<file path="src/ssam_pkg.sv">
`default_nettype none
package ssam_pkg;

	localparam int SAMPLE_BITS = 16;
	localparam int COUNT_BITS  = 32;
	localparam int MEAN_BITS   = 32;
	localparam int M2_BITS     = 63;
	localparam int CFG_BITS    = 16;
	localparam int HYST_BITS   = 15;
	localparam int DIV_BITS    = 33;
	localparam int DIV_CNT_BITS = 6;
	localparam int FLAG_BITS   = 8;
	localparam int IN_DATA_BITS  = 24;
	localparam int OUT_DATA_BITS = 176;

	localparam logic [1:0] FUNC_COLLECT = 2'd0;
	localparam logic [1:0] FUNC_FAULT   = 2'd1;
	localparam logic [1:0] FUNC_RESET   = 2'd2;
	localparam logic [1:0] FUNC_TICK    = 2'd3;

	localparam logic [2:0] REG_HI_ERR   = 3'd0;
	localparam logic [2:0] REG_HI_WARN  = 3'd1;
	localparam logic [2:0] REG_LO_WARN  = 3'd2;
	localparam logic [2:0] REG_LO_ERR   = 3'd3;
	localparam logic [2:0] REG_HYST     = 3'd4;
	localparam logic [2:0] REG_LOCKOUT  = 3'd5;

	typedef struct packed {
		logic capture;
		logic simple_op;
		logic div_init;
		logic div_step;
		logic mean_upd;
		logic mul;
		logic acc;
		logic load_out;
	} ssam_cmd_t;

	typedef struct packed {
		logic       collect_go;
		logic       out_free;
	} ssam_status_t;

endpackage
`default_nettype wire

</file>
<file path="src/ssam_ctrl.sv">
`default_nettype none
module ssam_ctrl (
	input  wire logic                   clk,
	input  wire logic                   arst_n,
	input  wire logic                   in_fire,
	input  wire ssam_pkg::ssam_status_t status,
	output logic                        idle,
	output ssam_pkg::ssam_cmd_t         cmd
);
	import ssam_pkg::*;

	typedef enum logic [6:0] {
		S_IDLE     = 7'b0000001,
		S_DISPATCH = 7'b0000010,
		S_DIV      = 7'b0000100,
		S_MEAN     = 7'b0001000,
		S_MUL      = 7'b0010000,
		S_ACC      = 7'b0100000,
		S_OUT      = 7'b1000000
	} state_t;

	state_t state_q, state_d;
	logic [DIV_CNT_BITS-1:0] cnt_q;

	always_comb begin
		state_d = state_q;
		cmd = '0;
		case (state_q)
			S_IDLE: begin
				if (in_fire) begin
					cmd.capture = 1'b1;
					state_d = S_DISPATCH;
				end
			end
			S_DISPATCH: begin
				if (status.collect_go) begin
					cmd.div_init = 1'b1;
					state_d = S_DIV;
				end else begin
					cmd.simple_op = 1'b1;
					state_d = S_OUT;
				end
			end
			S_DIV: begin
				cmd.div_step = 1'b1;
				if (cnt_q == DIV_CNT_BITS'(DIV_BITS - 1)) state_d = S_MEAN;
			end
			S_MEAN: begin
				cmd.mean_upd = 1'b1;
				state_d = S_MUL;
			end
			S_MUL: begin
				cmd.mul = 1'b1;
				state_d = S_ACC;
			end
			S_ACC: begin
				cmd.acc = 1'b1;
				state_d = S_OUT;
			end
			S_OUT: begin
				if (status.out_free) begin
					cmd.load_out = 1'b1;
					state_d = S_IDLE;
				end
			end
			default: state_d = S_IDLE;
		endcase
	end

	assign idle = (state_q == S_IDLE);

	always_ff @(posedge clk or negedge arst_n) begin
		if (!arst_n) begin
			state_q <= S_IDLE;
			cnt_q <= '0;
		end else begin
			state_q <= state_d;
			if (state_q == S_DIV) cnt_q <= cnt_q + 1'b1;
			else cnt_q <= '0;
		end
	end

endmodule
`default_nettype wire

</file>
<file path="src/ssam_dp.sv">
`default_nettype none
module ssam_dp (
	input  wire logic                          clk,
	input  wire logic                          arst_n,
	input  wire ssam_pkg::ssam_cmd_t           cmd,
	output ssam_pkg::ssam_status_t             status,
	input  wire logic [1:0]                    in_func,
	input  wire logic [ssam_pkg::IN_DATA_BITS-1:0] in_data,
	input  wire logic                          cfg_we,
	input  wire logic [2:0]                    cfg_index,
	input  wire logic [ssam_pkg::CFG_BITS-1:0] cfg_data,
	input  wire logic                          out_ready,
	output logic                               out_valid,
	output logic [ssam_pkg::OUT_DATA_BITS-1:0] out_data
);
	import ssam_pkg::*;

	logic signed [CFG_BITS-1:0] hi_err_q, hi_warn_q, lo_warn_q, lo_err_q;
	logic [HYST_BITS-1:0] hyst_q;
	logic [CFG_BITS-1:0] lock_dur_q;

	logic signed [SAMPLE_BITS-1:0] min_q, max_q, sample_q;
	logic signed [MEAN_BITS-1:0] mean_q;
	logic [M2_BITS-1:0] m2_q;
	logic [COUNT_BITS-1:0] count_q;
	logic enabled_q, enable_in_q;
	logic [CFG_BITS-1:0] lock_q;
	logic [FLAG_BITS-1:0] raised_q, changed_q;
	logic [1:0] func_q;

	logic delta_neg_q;
	logic [DIV_BITS-1:0] quo_q;
	logic [COUNT_BITS-1:0] rem_q;
	logic [DIV_BITS-1:0] a_q;
	logic [31:0] b_q;
	logic skip_q, sat_q;
	logic [63:0] prod_q;

	// Collect setup: delta = sample*2^16 - mean, exact in 34 bits.
	logic signed [DIV_BITS:0] smp_fix, delta, mean_ext;
	logic [DIV_BITS:0] delta_mag;
	logic [COUNT_BITS-1:0] count_inc;
	assign smp_fix  = {{(DIV_BITS+1-SAMPLE_BITS-16){sample_q[SAMPLE_BITS-1]}}, sample_q, 16'd0};
	assign mean_ext = {{(DIV_BITS+1-MEAN_BITS){mean_q[MEAN_BITS-1]}}, mean_q};
	assign delta    = smp_fix - mean_ext;
	assign delta_mag = delta[DIV_BITS] ? (~delta + 1'b1) : delta;
	assign count_inc = (&count_q) ? count_q : count_q + 1'b1;

	// Restoring division step.
	logic [COUNT_BITS:0] rem_sh;
	logic rem_ge;
	assign rem_sh = {rem_q, quo_q[DIV_BITS-1]};
	assign rem_ge = rem_sh >= {1'b0, count_q};

	// Mean update and second delta.
	logic signed [DIV_BITS+1:0] q_s, mean_sum;
	logic signed [MEAN_BITS-1:0] mean_new;
	logic signed [DIV_BITS:0] delta2;
	logic [DIV_BITS:0] d2_mag;
	assign q_s = delta_neg_q ? -$signed({2'b00, quo_q}) : $signed({2'b00, quo_q});
	assign mean_sum = {mean_ext[DIV_BITS], mean_ext} + q_s;
	always_comb begin
		if (mean_sum > $signed({{(DIV_BITS+2-MEAN_BITS){1'b0}}, 1'b0, {(MEAN_BITS-1){1'b1}}}))
			mean_new = {1'b0, {(MEAN_BITS-1){1'b1}}};
		else if (mean_sum < $signed({{(DIV_BITS+2-MEAN_BITS){1'b1}}, 1'b1, {(MEAN_BITS-1){1'b0}}}))
			mean_new = {1'b1, {(MEAN_BITS-1){1'b0}}};
		else
			mean_new = mean_sum[MEAN_BITS-1:0];
	end
	assign delta2 = smp_fix - {{(DIV_BITS+1-MEAN_BITS){mean_new[MEAN_BITS-1]}}, mean_new};
	assign d2_mag = delta2[DIV_BITS] ? (~delta2 + 1'b1) : delta2;

	// M2 accumulate with saturation.
	logic [M2_BITS:0] m2_sum;
	assign m2_sum = {1'b0, m2_q} + {16'd0, prod_q[63:16]};

	// Fault check with hysteresis, computed two bits wider than the thresholds.
	logic signed [CFG_BITS+1:0] v_w, h_w;
	logic [3:0] set_b, clr_b;
	logic [FLAG_BITS-1:0] set_m, clr_m, raised_new;
	function automatic logic signed [CFG_BITS+1:0] wide(input logic signed [CFG_BITS-1:0] x);
		wide = {{2{x[CFG_BITS-1]}}, x};
	endfunction
	always_comb begin
		v_w = {{(CFG_BITS+2-SAMPLE_BITS){sample_q[SAMPLE_BITS-1]}}, sample_q};
		h_w = {3'd0, hyst_q};
		set_b = '0;
		clr_b = '0;
		if (v_w > wide(hi_err_q) + h_w) set_b[0] = 1'b1;
		else if (v_w < wide(hi_err_q) - h_w) clr_b[0] = 1'b1;
		if (v_w > wide(hi_warn_q) + h_w) set_b[1] = 1'b1;
		else if (v_w < wide(hi_warn_q) - h_w) clr_b[1] = 1'b1;
		if (v_w < wide(lo_warn_q) - h_w) set_b[2] = 1'b1;
		else if (v_w > wide(lo_warn_q) + h_w) clr_b[2] = 1'b1;
		if (v_w < wide(lo_err_q) - h_w) set_b[3] = 1'b1;
		else if (v_w > wide(lo_err_q) + h_w) clr_b[3] = 1'b1;
		if (enabled_q && lock_q == '0) begin
			set_m = {set_b, set_b};
			clr_m = {clr_b, clr_b};
		end else begin
			set_m = {4'd0, set_b};
			clr_m = {4'd0, clr_b};
		end
		raised_new = (raised_q | set_m) & ~clr_m;
	end

	assign status.collect_go = (func_q == FUNC_COLLECT) && enabled_q;
	assign status.out_free   = !out_valid || out_ready;

	// Control state.
	always_ff @(posedge clk or negedge arst_n) begin
		if (!arst_n) begin
			hi_err_q <= 16'sh7FFF;
			hi_warn_q <= 16'sh7FFF;
			lo_warn_q <= 16'sh8000;
			lo_err_q <= 16'sh8000;
			hyst_q <= '0;
			lock_dur_q <= '0;
			min_q <= {1'b0, {(SAMPLE_BITS-1){1'b1}}};
			max_q <= {1'b1, {(SAMPLE_BITS-1){1'b0}}};
			mean_q <= '0;
			m2_q <= '0;
			count_q <= '0;
			enabled_q <= 1'b0;
			lock_q <= '0;
			raised_q <= '0;
			out_valid <= 1'b0;
		end else begin
			if (cfg_we) begin
				case (cfg_index)
					REG_HI_ERR:  hi_err_q <= cfg_data;
					REG_HI_WARN: hi_warn_q <= cfg_data;
					REG_LO_WARN: lo_warn_q <= cfg_data;
					REG_LO_ERR:  lo_err_q <= cfg_data;
					REG_HYST:    hyst_q <= cfg_data[HYST_BITS-1:0];
					REG_LOCKOUT: lock_dur_q <= cfg_data;
					default: ;
				endcase
			end
			if (cmd.div_init) begin
				if (sample_q < min_q) min_q <= sample_q;
				if (sample_q > max_q) max_q <= sample_q;
				count_q <= count_inc;
			end
			if (cmd.simple_op) begin
				case (func_q)
					FUNC_FAULT: raised_q <= raised_new;
					FUNC_RESET: begin
						mean_q <= '0;
						m2_q <= '0;
						count_q <= '0;
						enabled_q <= enable_in_q;
						lock_q <= lock_dur_q;
					end
					FUNC_TICK: if (lock_q != '0) lock_q <= lock_q - 1'b1;
					default: ;
				endcase
			end
			if (cmd.mean_upd) mean_q <= mean_new;
			if (cmd.acc && !skip_q) begin
				if (sat_q || m2_sum[M2_BITS]) m2_q <= '1;
				else m2_q <= m2_sum[M2_BITS-1:0];
			end
			if (cmd.load_out) out_valid <= 1'b1;
			else if (out_ready) out_valid <= 1'b0;
		end
	end

	// Payload registers.
	always_ff @(posedge clk) begin
		if (cmd.capture) begin
			func_q <= in_func;
			sample_q <= in_data[SAMPLE_BITS-1:0];
			enable_in_q <= in_data[SAMPLE_BITS];
		end
		if (cmd.simple_op)
			changed_q <= (func_q == FUNC_FAULT) ? (raised_new ^ raised_q) : '0;
		else if (cmd.div_init)
			changed_q <= '0;
		if (cmd.div_init) begin
			delta_neg_q <= delta[DIV_BITS];
			quo_q <= delta_mag[DIV_BITS-1:0];
			rem_q <= '0;
		end else if (cmd.div_step) begin
			quo_q <= {quo_q[DIV_BITS-2:0], rem_ge};
			rem_q <= rem_ge ? COUNT_BITS'(rem_sh - {1'b0, count_q}) : rem_sh[COUNT_BITS-1:0];
		end
		if (cmd.div_init) a_q <= delta_mag[DIV_BITS-1:0];
		if (cmd.mean_upd) begin
			b_q <= d2_mag[31:0];
			skip_q <= (delta_neg_q != delta2[DIV_BITS]) && (a_q != '0) && (d2_mag != '0);
			sat_q <= a_q[DIV_BITS-1] || (d2_mag[DIV_BITS:DIV_BITS-1] != 2'b00);
		end
		if (cmd.mul) prod_q <= a_q[31:0] * b_q;
		if (cmd.load_out)
			out_data <= {1'b0, changed_q, raised_q, count_q, m2_q, mean_q, max_q, min_q};
	end

endmodule
`default_nettype wire

</file>
<file path="src/sample_statistics_alarm_monitor.sv">
// Channel   Direction  Payload
// s_axis    in         tuser: func[1:0]; tdata: sample[15:0], enable_flag[16]
// m_axis    out        tdata: min, max, mean, sum_sq_dev, count, status, changed
// cfg       in         cfg_we, cfg_index (register number), cfg_data
// Collect is the longest operation: the 33-step serial divider by the sample
// count dominates it. Other operations skip the divider.
// One item is in work at a time; a finished result waits in the output
// register while the next item is accepted.
// While that register is still full, the controller holds the next result back.
// Reset is asynchronous and active low and loads the register defaults.
`default_nettype none
module sample_statistics_alarm_monitor (
	input  wire logic         clk,
	input  wire logic         arst_n,
	input  wire logic         s_axis_tvalid,
	output logic              s_axis_tready,
	input  wire logic [23:0]  s_axis_tdata,  // sample[15:0], enable_flag[16], zeros
	input  wire logic [1:0]   s_axis_tuser,  // func[1:0]
	output logic              m_axis_tvalid,
	input  wire logic         m_axis_tready,
	// min_value[15:0], max_value[31:16], mean_value[63:32], sum_sq_dev[126:64],
	// sample_count[158:127], status_bits[166:159], changed_bits[174:167], zero
	output logic [175:0]      m_axis_tdata,
	input  wire logic         cfg_we,
	input  wire logic [2:0]   cfg_index,
	input  wire logic [15:0]  cfg_data
);
	import ssam_pkg::*;

	ssam_cmd_t cmd;
	ssam_status_t status;
	logic idle;

	assign s_axis_tready = idle;

	ssam_ctrl u_ctrl (
		.clk(clk), .arst_n(arst_n), .in_fire(s_axis_tvalid && idle),
		.status(status), .idle(idle), .cmd(cmd)
	);

	ssam_dp u_dp (
		.clk(clk), .arst_n(arst_n), .cmd(cmd), .status(status),
		.in_func(s_axis_tuser), .in_data(s_axis_tdata),
		.cfg_we(cfg_we), .cfg_index(cfg_index), .cfg_data(cfg_data),
		.out_ready(m_axis_tready), .out_valid(m_axis_tvalid), .out_data(m_axis_tdata)
	);

endmodule
`default_nettype wire

</file>
<file path="config.mk">
export PLATFORM = sky130hd
export DESIGN_NAME = sample_statistics_alarm_monitor
export DESIGN_NICKNAME = d
export VERILOG_FILES = /design/src/ssam_pkg.sv /design/src/ssam_ctrl.sv /design/src/ssam_dp.sv /design/src/sample_statistics_alarm_monitor.sv
export SDC_FILE = /design/constraint.sdc
export NUM_CORES = 2
export LEC_CHECK = 0
export BUFFER_PORTS_ARGS = -buffer_cell sky130_fd_sc_hd__buf_2
export CORE_UTILIZATION = 45
export CTS_CLUSTER_DIAMETER = 200
export DETAILED_ROUTE_END_ITERATION = 8
export HOLD_SLACK_MARGIN = 0.02
export PLACE_DENSITY = 0.57
export SLEW_MARGIN = 20
export SYNTH_ARGS = -nofsm -noshare
export SYNTH_HDL_FRONTEND = slang
export SYNTH_SLANG_ARGS = --single-unit
</file>
<file path="constraint.sdc">
create_clock -name clk -period 10.52 [get_ports clk]
set_input_delay 2.104 -clock clk [delete_from_list [all_inputs] [get_ports clk]]
set_output_delay 2.104 -clock clk [all_outputs]
set_load 0.1 [all_outputs]
</file>
==> summary.md <==
| Metric | Value |
|---|---|
| Run status | `finished clean` |
| VDD IR max | `0.2685 mV` |
| Core outline area | `roughly 0.17 sq mm` |
| Async S/R FF share, synth | `43.34%` |
| Tmin final | `around 9.9 ns` |
| Worst-case clock buffer depth | `3` |
| Fmax | `100.9 MHz` |
| Clock transition at the registers of the reported paths | `roughly 0.060 ns` |
| Gr ovfl total | `0` |
| Final nets | `between 9,000 and 10,000` |
| Tcrit/Tclk final | `a little over nine tenths` |
| FF-to-FF setup slack | `0.61 ns` |
| I/O Pins | `roughly 230` |
| Worst Hold Depth | `0` |
| Yosys reg bits | `around 680` |
| Leak pwr | `about 0.038 uW` |
| Via density | `5.481` |
| Vias | `56,740` |
| Dpl ws | `0.6337 ns` |
| Crit path required time | `approximately 11 ns` |
| Ys flop type | `edfxtp_1` |
| Clock latency at the later pin of the worst-skew pair | `0.73 ns` |
| Mapped Avg Cell Area | `between 9 and 10 sq um` |
| Ys Warns | `0` |
| Final wirelength | `about 220,000 um` |
| Count leader, synth | `inv_1` |
| Root buffer cell | `clkbuf_16` |
| Number of setup buffers added after CTS | `0` |
| Slew Viols, Final | `0` |
| Gr usage total | `26.13%` |
| Hold_buf cts | `0` |
| Starting Density | `a little under half` |
| CTS buffer count | `80` |
| WP data arrival | `roughly 10 ns` |
| DRT antenna net count | `0` |
| Initial antenna violation count | `5` |
| Final hold vios | `0` |
| Largest net degree at the start of global routing | `137` |
| Count of input and output buffers | `approximately 220` |
| CP Capture Type | `flip-flop` |
| RR Endpoint | `u_dp.prod_q[60]$_DFFE_PN_` |
| CP dominant cell by count | `fa_1` |
| Crit path largest cell delay | `between 0.7 and 0.8 ns` |
| Most common library cells after synthesis | `inv_1, nand2_1, fa_1` |
| Die Ht | `a little over 400 um` |
| CP Max Fanout | `21` |
| Reg-to-reg startpoint | `u_dp.b_q[3]$_DFFE_PP_` |
| PnR worst setup slack | `between 0.6 and 0.7 ns` |
| Setup Crit Path Kind | `flip-flop to flip-flop` |
| RSZ-0062 raised after global routing | `no` |
| Worst-Margin Slew | `about 1.1 ns` |
| First-pass GRT wire length | `around 340,000 um` |
| Cell Rows | `around 150` |
| Clock H-tree levels | `3` |
| Slew margin rel. | `around a quarter` |
| EDFF count, synth | `between 300 and 400` |
| Post-synth top area share | `between 20% and 30%` |
| Syn Nets | `a little under 10,000` |
| Drt first pass iters | `6` |
| Area delta synth->final | `8.866%` |
| Area of the mapped netlist | `0.07517 sq mm` |
| WHS Endpoint | `u_dp.out_data[169]$_DFFE_PP_` |
| Setup crit start kind | `flip-flop` |
| TritonCTS clock tree | `yes` |
| Hpwl dp | `between 150,000 and 200,000 um` |
| Clk sinks | `roughly 680` |
| Design area | `just over 0.08 sq mm` |
| Worst r2r path cells | `36` |
| Share of layout cells above drive strength 1 | `under 10%` |
| Pwr dens | `a little over 200 mW/mm^2` |
| DRT iter0 DRCs | `3,813` |
| Vias in the first global route | `just under 60,000` |
| Post-synthesis instance total | `7,971` |
| Die Area | `around 0.17 sq mm` |
| Fin Clk Skew | `0.04031 ns` |
| Post-CTS resize count | `0` |
| Sequential share of the synthesized area | `roughly 25%` |
| TNS Setup | `0 ns` |
| Routed length per placed instance | `20.93 um` |
| Final setup violating endpoints | `0` |
| Cell variety after synth | `108` |
| Top cells by area, synth | `fa_1, edfxtp_1, ha_1, dfrtp_1, inv_1` |
| Path type of the worst min-delay path | `flip-flop to flip-flop` |
| Slowest-stage cell, CP | `edfxtp_1` |
| Residual DRC | `0` |
| DP Area | `0.07908 sq mm` |
| RePlAce Congestion | `0.9075` |
| Hold path start | `u_dp.changed_q[2]$_SDFFCE_PN0P_` |
| Leading area contributor after synthesis | `fa_1` |
| Die width | `around 400 um` |
| MaxCap Viol Count | `0` |
## per-layer routing
layer | global-route usage, % | share of wire (%) | up-vias
met1 | 35.26 | 44 | 28670
met3 | 3.548 | 5.4 | 316
met2 | 43.50 | 47 | 1519
met4 | 8.010 | 3.0 | 4
li1 | - | - | 26240
met5 | 0 | 0.012 | -
## cells in the final DEF, fill, tap and decap left out, drive strengths merged, types with 15 or more instances in the layout
master and n:
clkinv 34, o211ai 18, nand2b 66, o311ai 28, a31oi 56, inv 1235
clkbuf 95, dfstp 49, nor4 36, a211oi 31, xor2 96, a31o 16
nand3 173, a21o 138, nand2 1142, or2 15, nand4 49, or4 18
or3 30, mux2 114, edfxtp 351, dfxtp 32, o21ai 297, o21bai 65
o31ai 25, nor2 319, and3 22, dfrtp 244, a21oi 381, fa 906
xnor2 323, nor3 100, nor2b 55, buf 384, o21a 63, and2 261
ha 698
## registers in the layout (all words and copies together) (netlist names), 15 cells and up
name             cells
u_dp.max_q          16
u_dp.count_q        32
u_dp.min_q          16
u_dp.lo_err_q       16
u_dp.mean_q         32
u_dp.hyst_q         15
u_dp.prod_q         48
u_dp.rem_q          32
u_dp.hi_err_q       16
u_dp.lo_warn_q      16
u_dp.lock_q         16
u_dp.a_q            33
u_dp.lock_dur_q     16
u_dp.sample_q       16
u_dp.out_data      175
u_dp.b_q            32
u_dp.m2_q           63
u_dp.hi_warn_q      16
u_dp.quo_q          33
## where the power goes
group | switching [uW] | internal, uW
clock | 1220 | 1700
sequential | 223 | 3390
combinational | 6370 | 3820
total | 7810 | 8910
## final cells by class
| type | instances | area [sq um] |
|---|---|---|
| multi-input cells | 5723 | 50780 |
| flip-flops and latches | 676 | 18570 |
| diodes | 2 | 5.005 |
| clock inverters | 53 | 595.6 |
| well taps | 2189 | 2739 |
| fillers | 15540 | 83530 |
| inverters | 1230 | 4617 |
| clock buffers | 95 | 2160 |
| repair buffers | 384 | 2370 |
## worst max path at each step
stage | from | endpoint | cells past startpoint
detailed placement | u_dp.b_q[3]$_DFFE_PP_ | u_dp.prod_q[60]$_DFFE_PN_ | 36
finish | u_dp.b_q[3]$_DFFE_PP_ | u_dp.prod_q[60]$_DFFE_PN_ | 36
CTS | u_dp.b_q[3]$_DFFE_PP_ | u_dp.prod_q[60]$_DFFE_PN_ | 36
global placement | u_dp.b_q[3]$_DFFE_PP_ | u_dp.prod_q[60]$_DFFE_PN_ | 36
floorplan | u_dp.quo_q[8]$_DFFE_PP_ | u_dp.skip_q$_DFFE_PP_ | 36
global route | u_dp.b_q[3]$_DFFE_PP_ | u_dp.prod_q[60]$_DFFE_PN_ | 36
## worst max-delay path, delay by kind of cell, from the launching register on
family / cells / cell delay, ns
AOI/OAI and AO/OA: 11 / 2.94
DFF: 1 / 0.75
xor gates and xnor gates: 1 / 0.08
and+or+nand+nor: 7 / 0.77
buffers and inverters: 8 / 0.75
adders and majority gates: 9 / 4.35
## per-stage QoR
step	std cells	hold slack, ns	power [uW]	utilization (%)
2_1_floorplan	7971	0.4003	10410	-
3_3_place_gp	10200	0.4040	13820	47.82
3_5_place_dp	10200	0.4045	13950	47.82
4_1_cts	10350	0.4197	16980	49.49
5_1_grt	10350	0.4297	18090	49.49
6_report	10350	0.4184	16720	49.49
## cell families (layout without fill, tap and decap cells)
logic type,Yosys count,in the layout,share of synthesized area (%)
other,1,3,0.004989
xor gates and xnor gates,419,419,4.907
and+or+nand+nor,2330,2330,14.37
adders and majority gates,1604,1604,35.75
buffers and inverters,1572,1762,7.894
AOI/OAI and AO/OA,1243,1243,10.50
muxes,126,126,1.873
DFF,676,676,24.71
(Power assumes the default switching activity.)
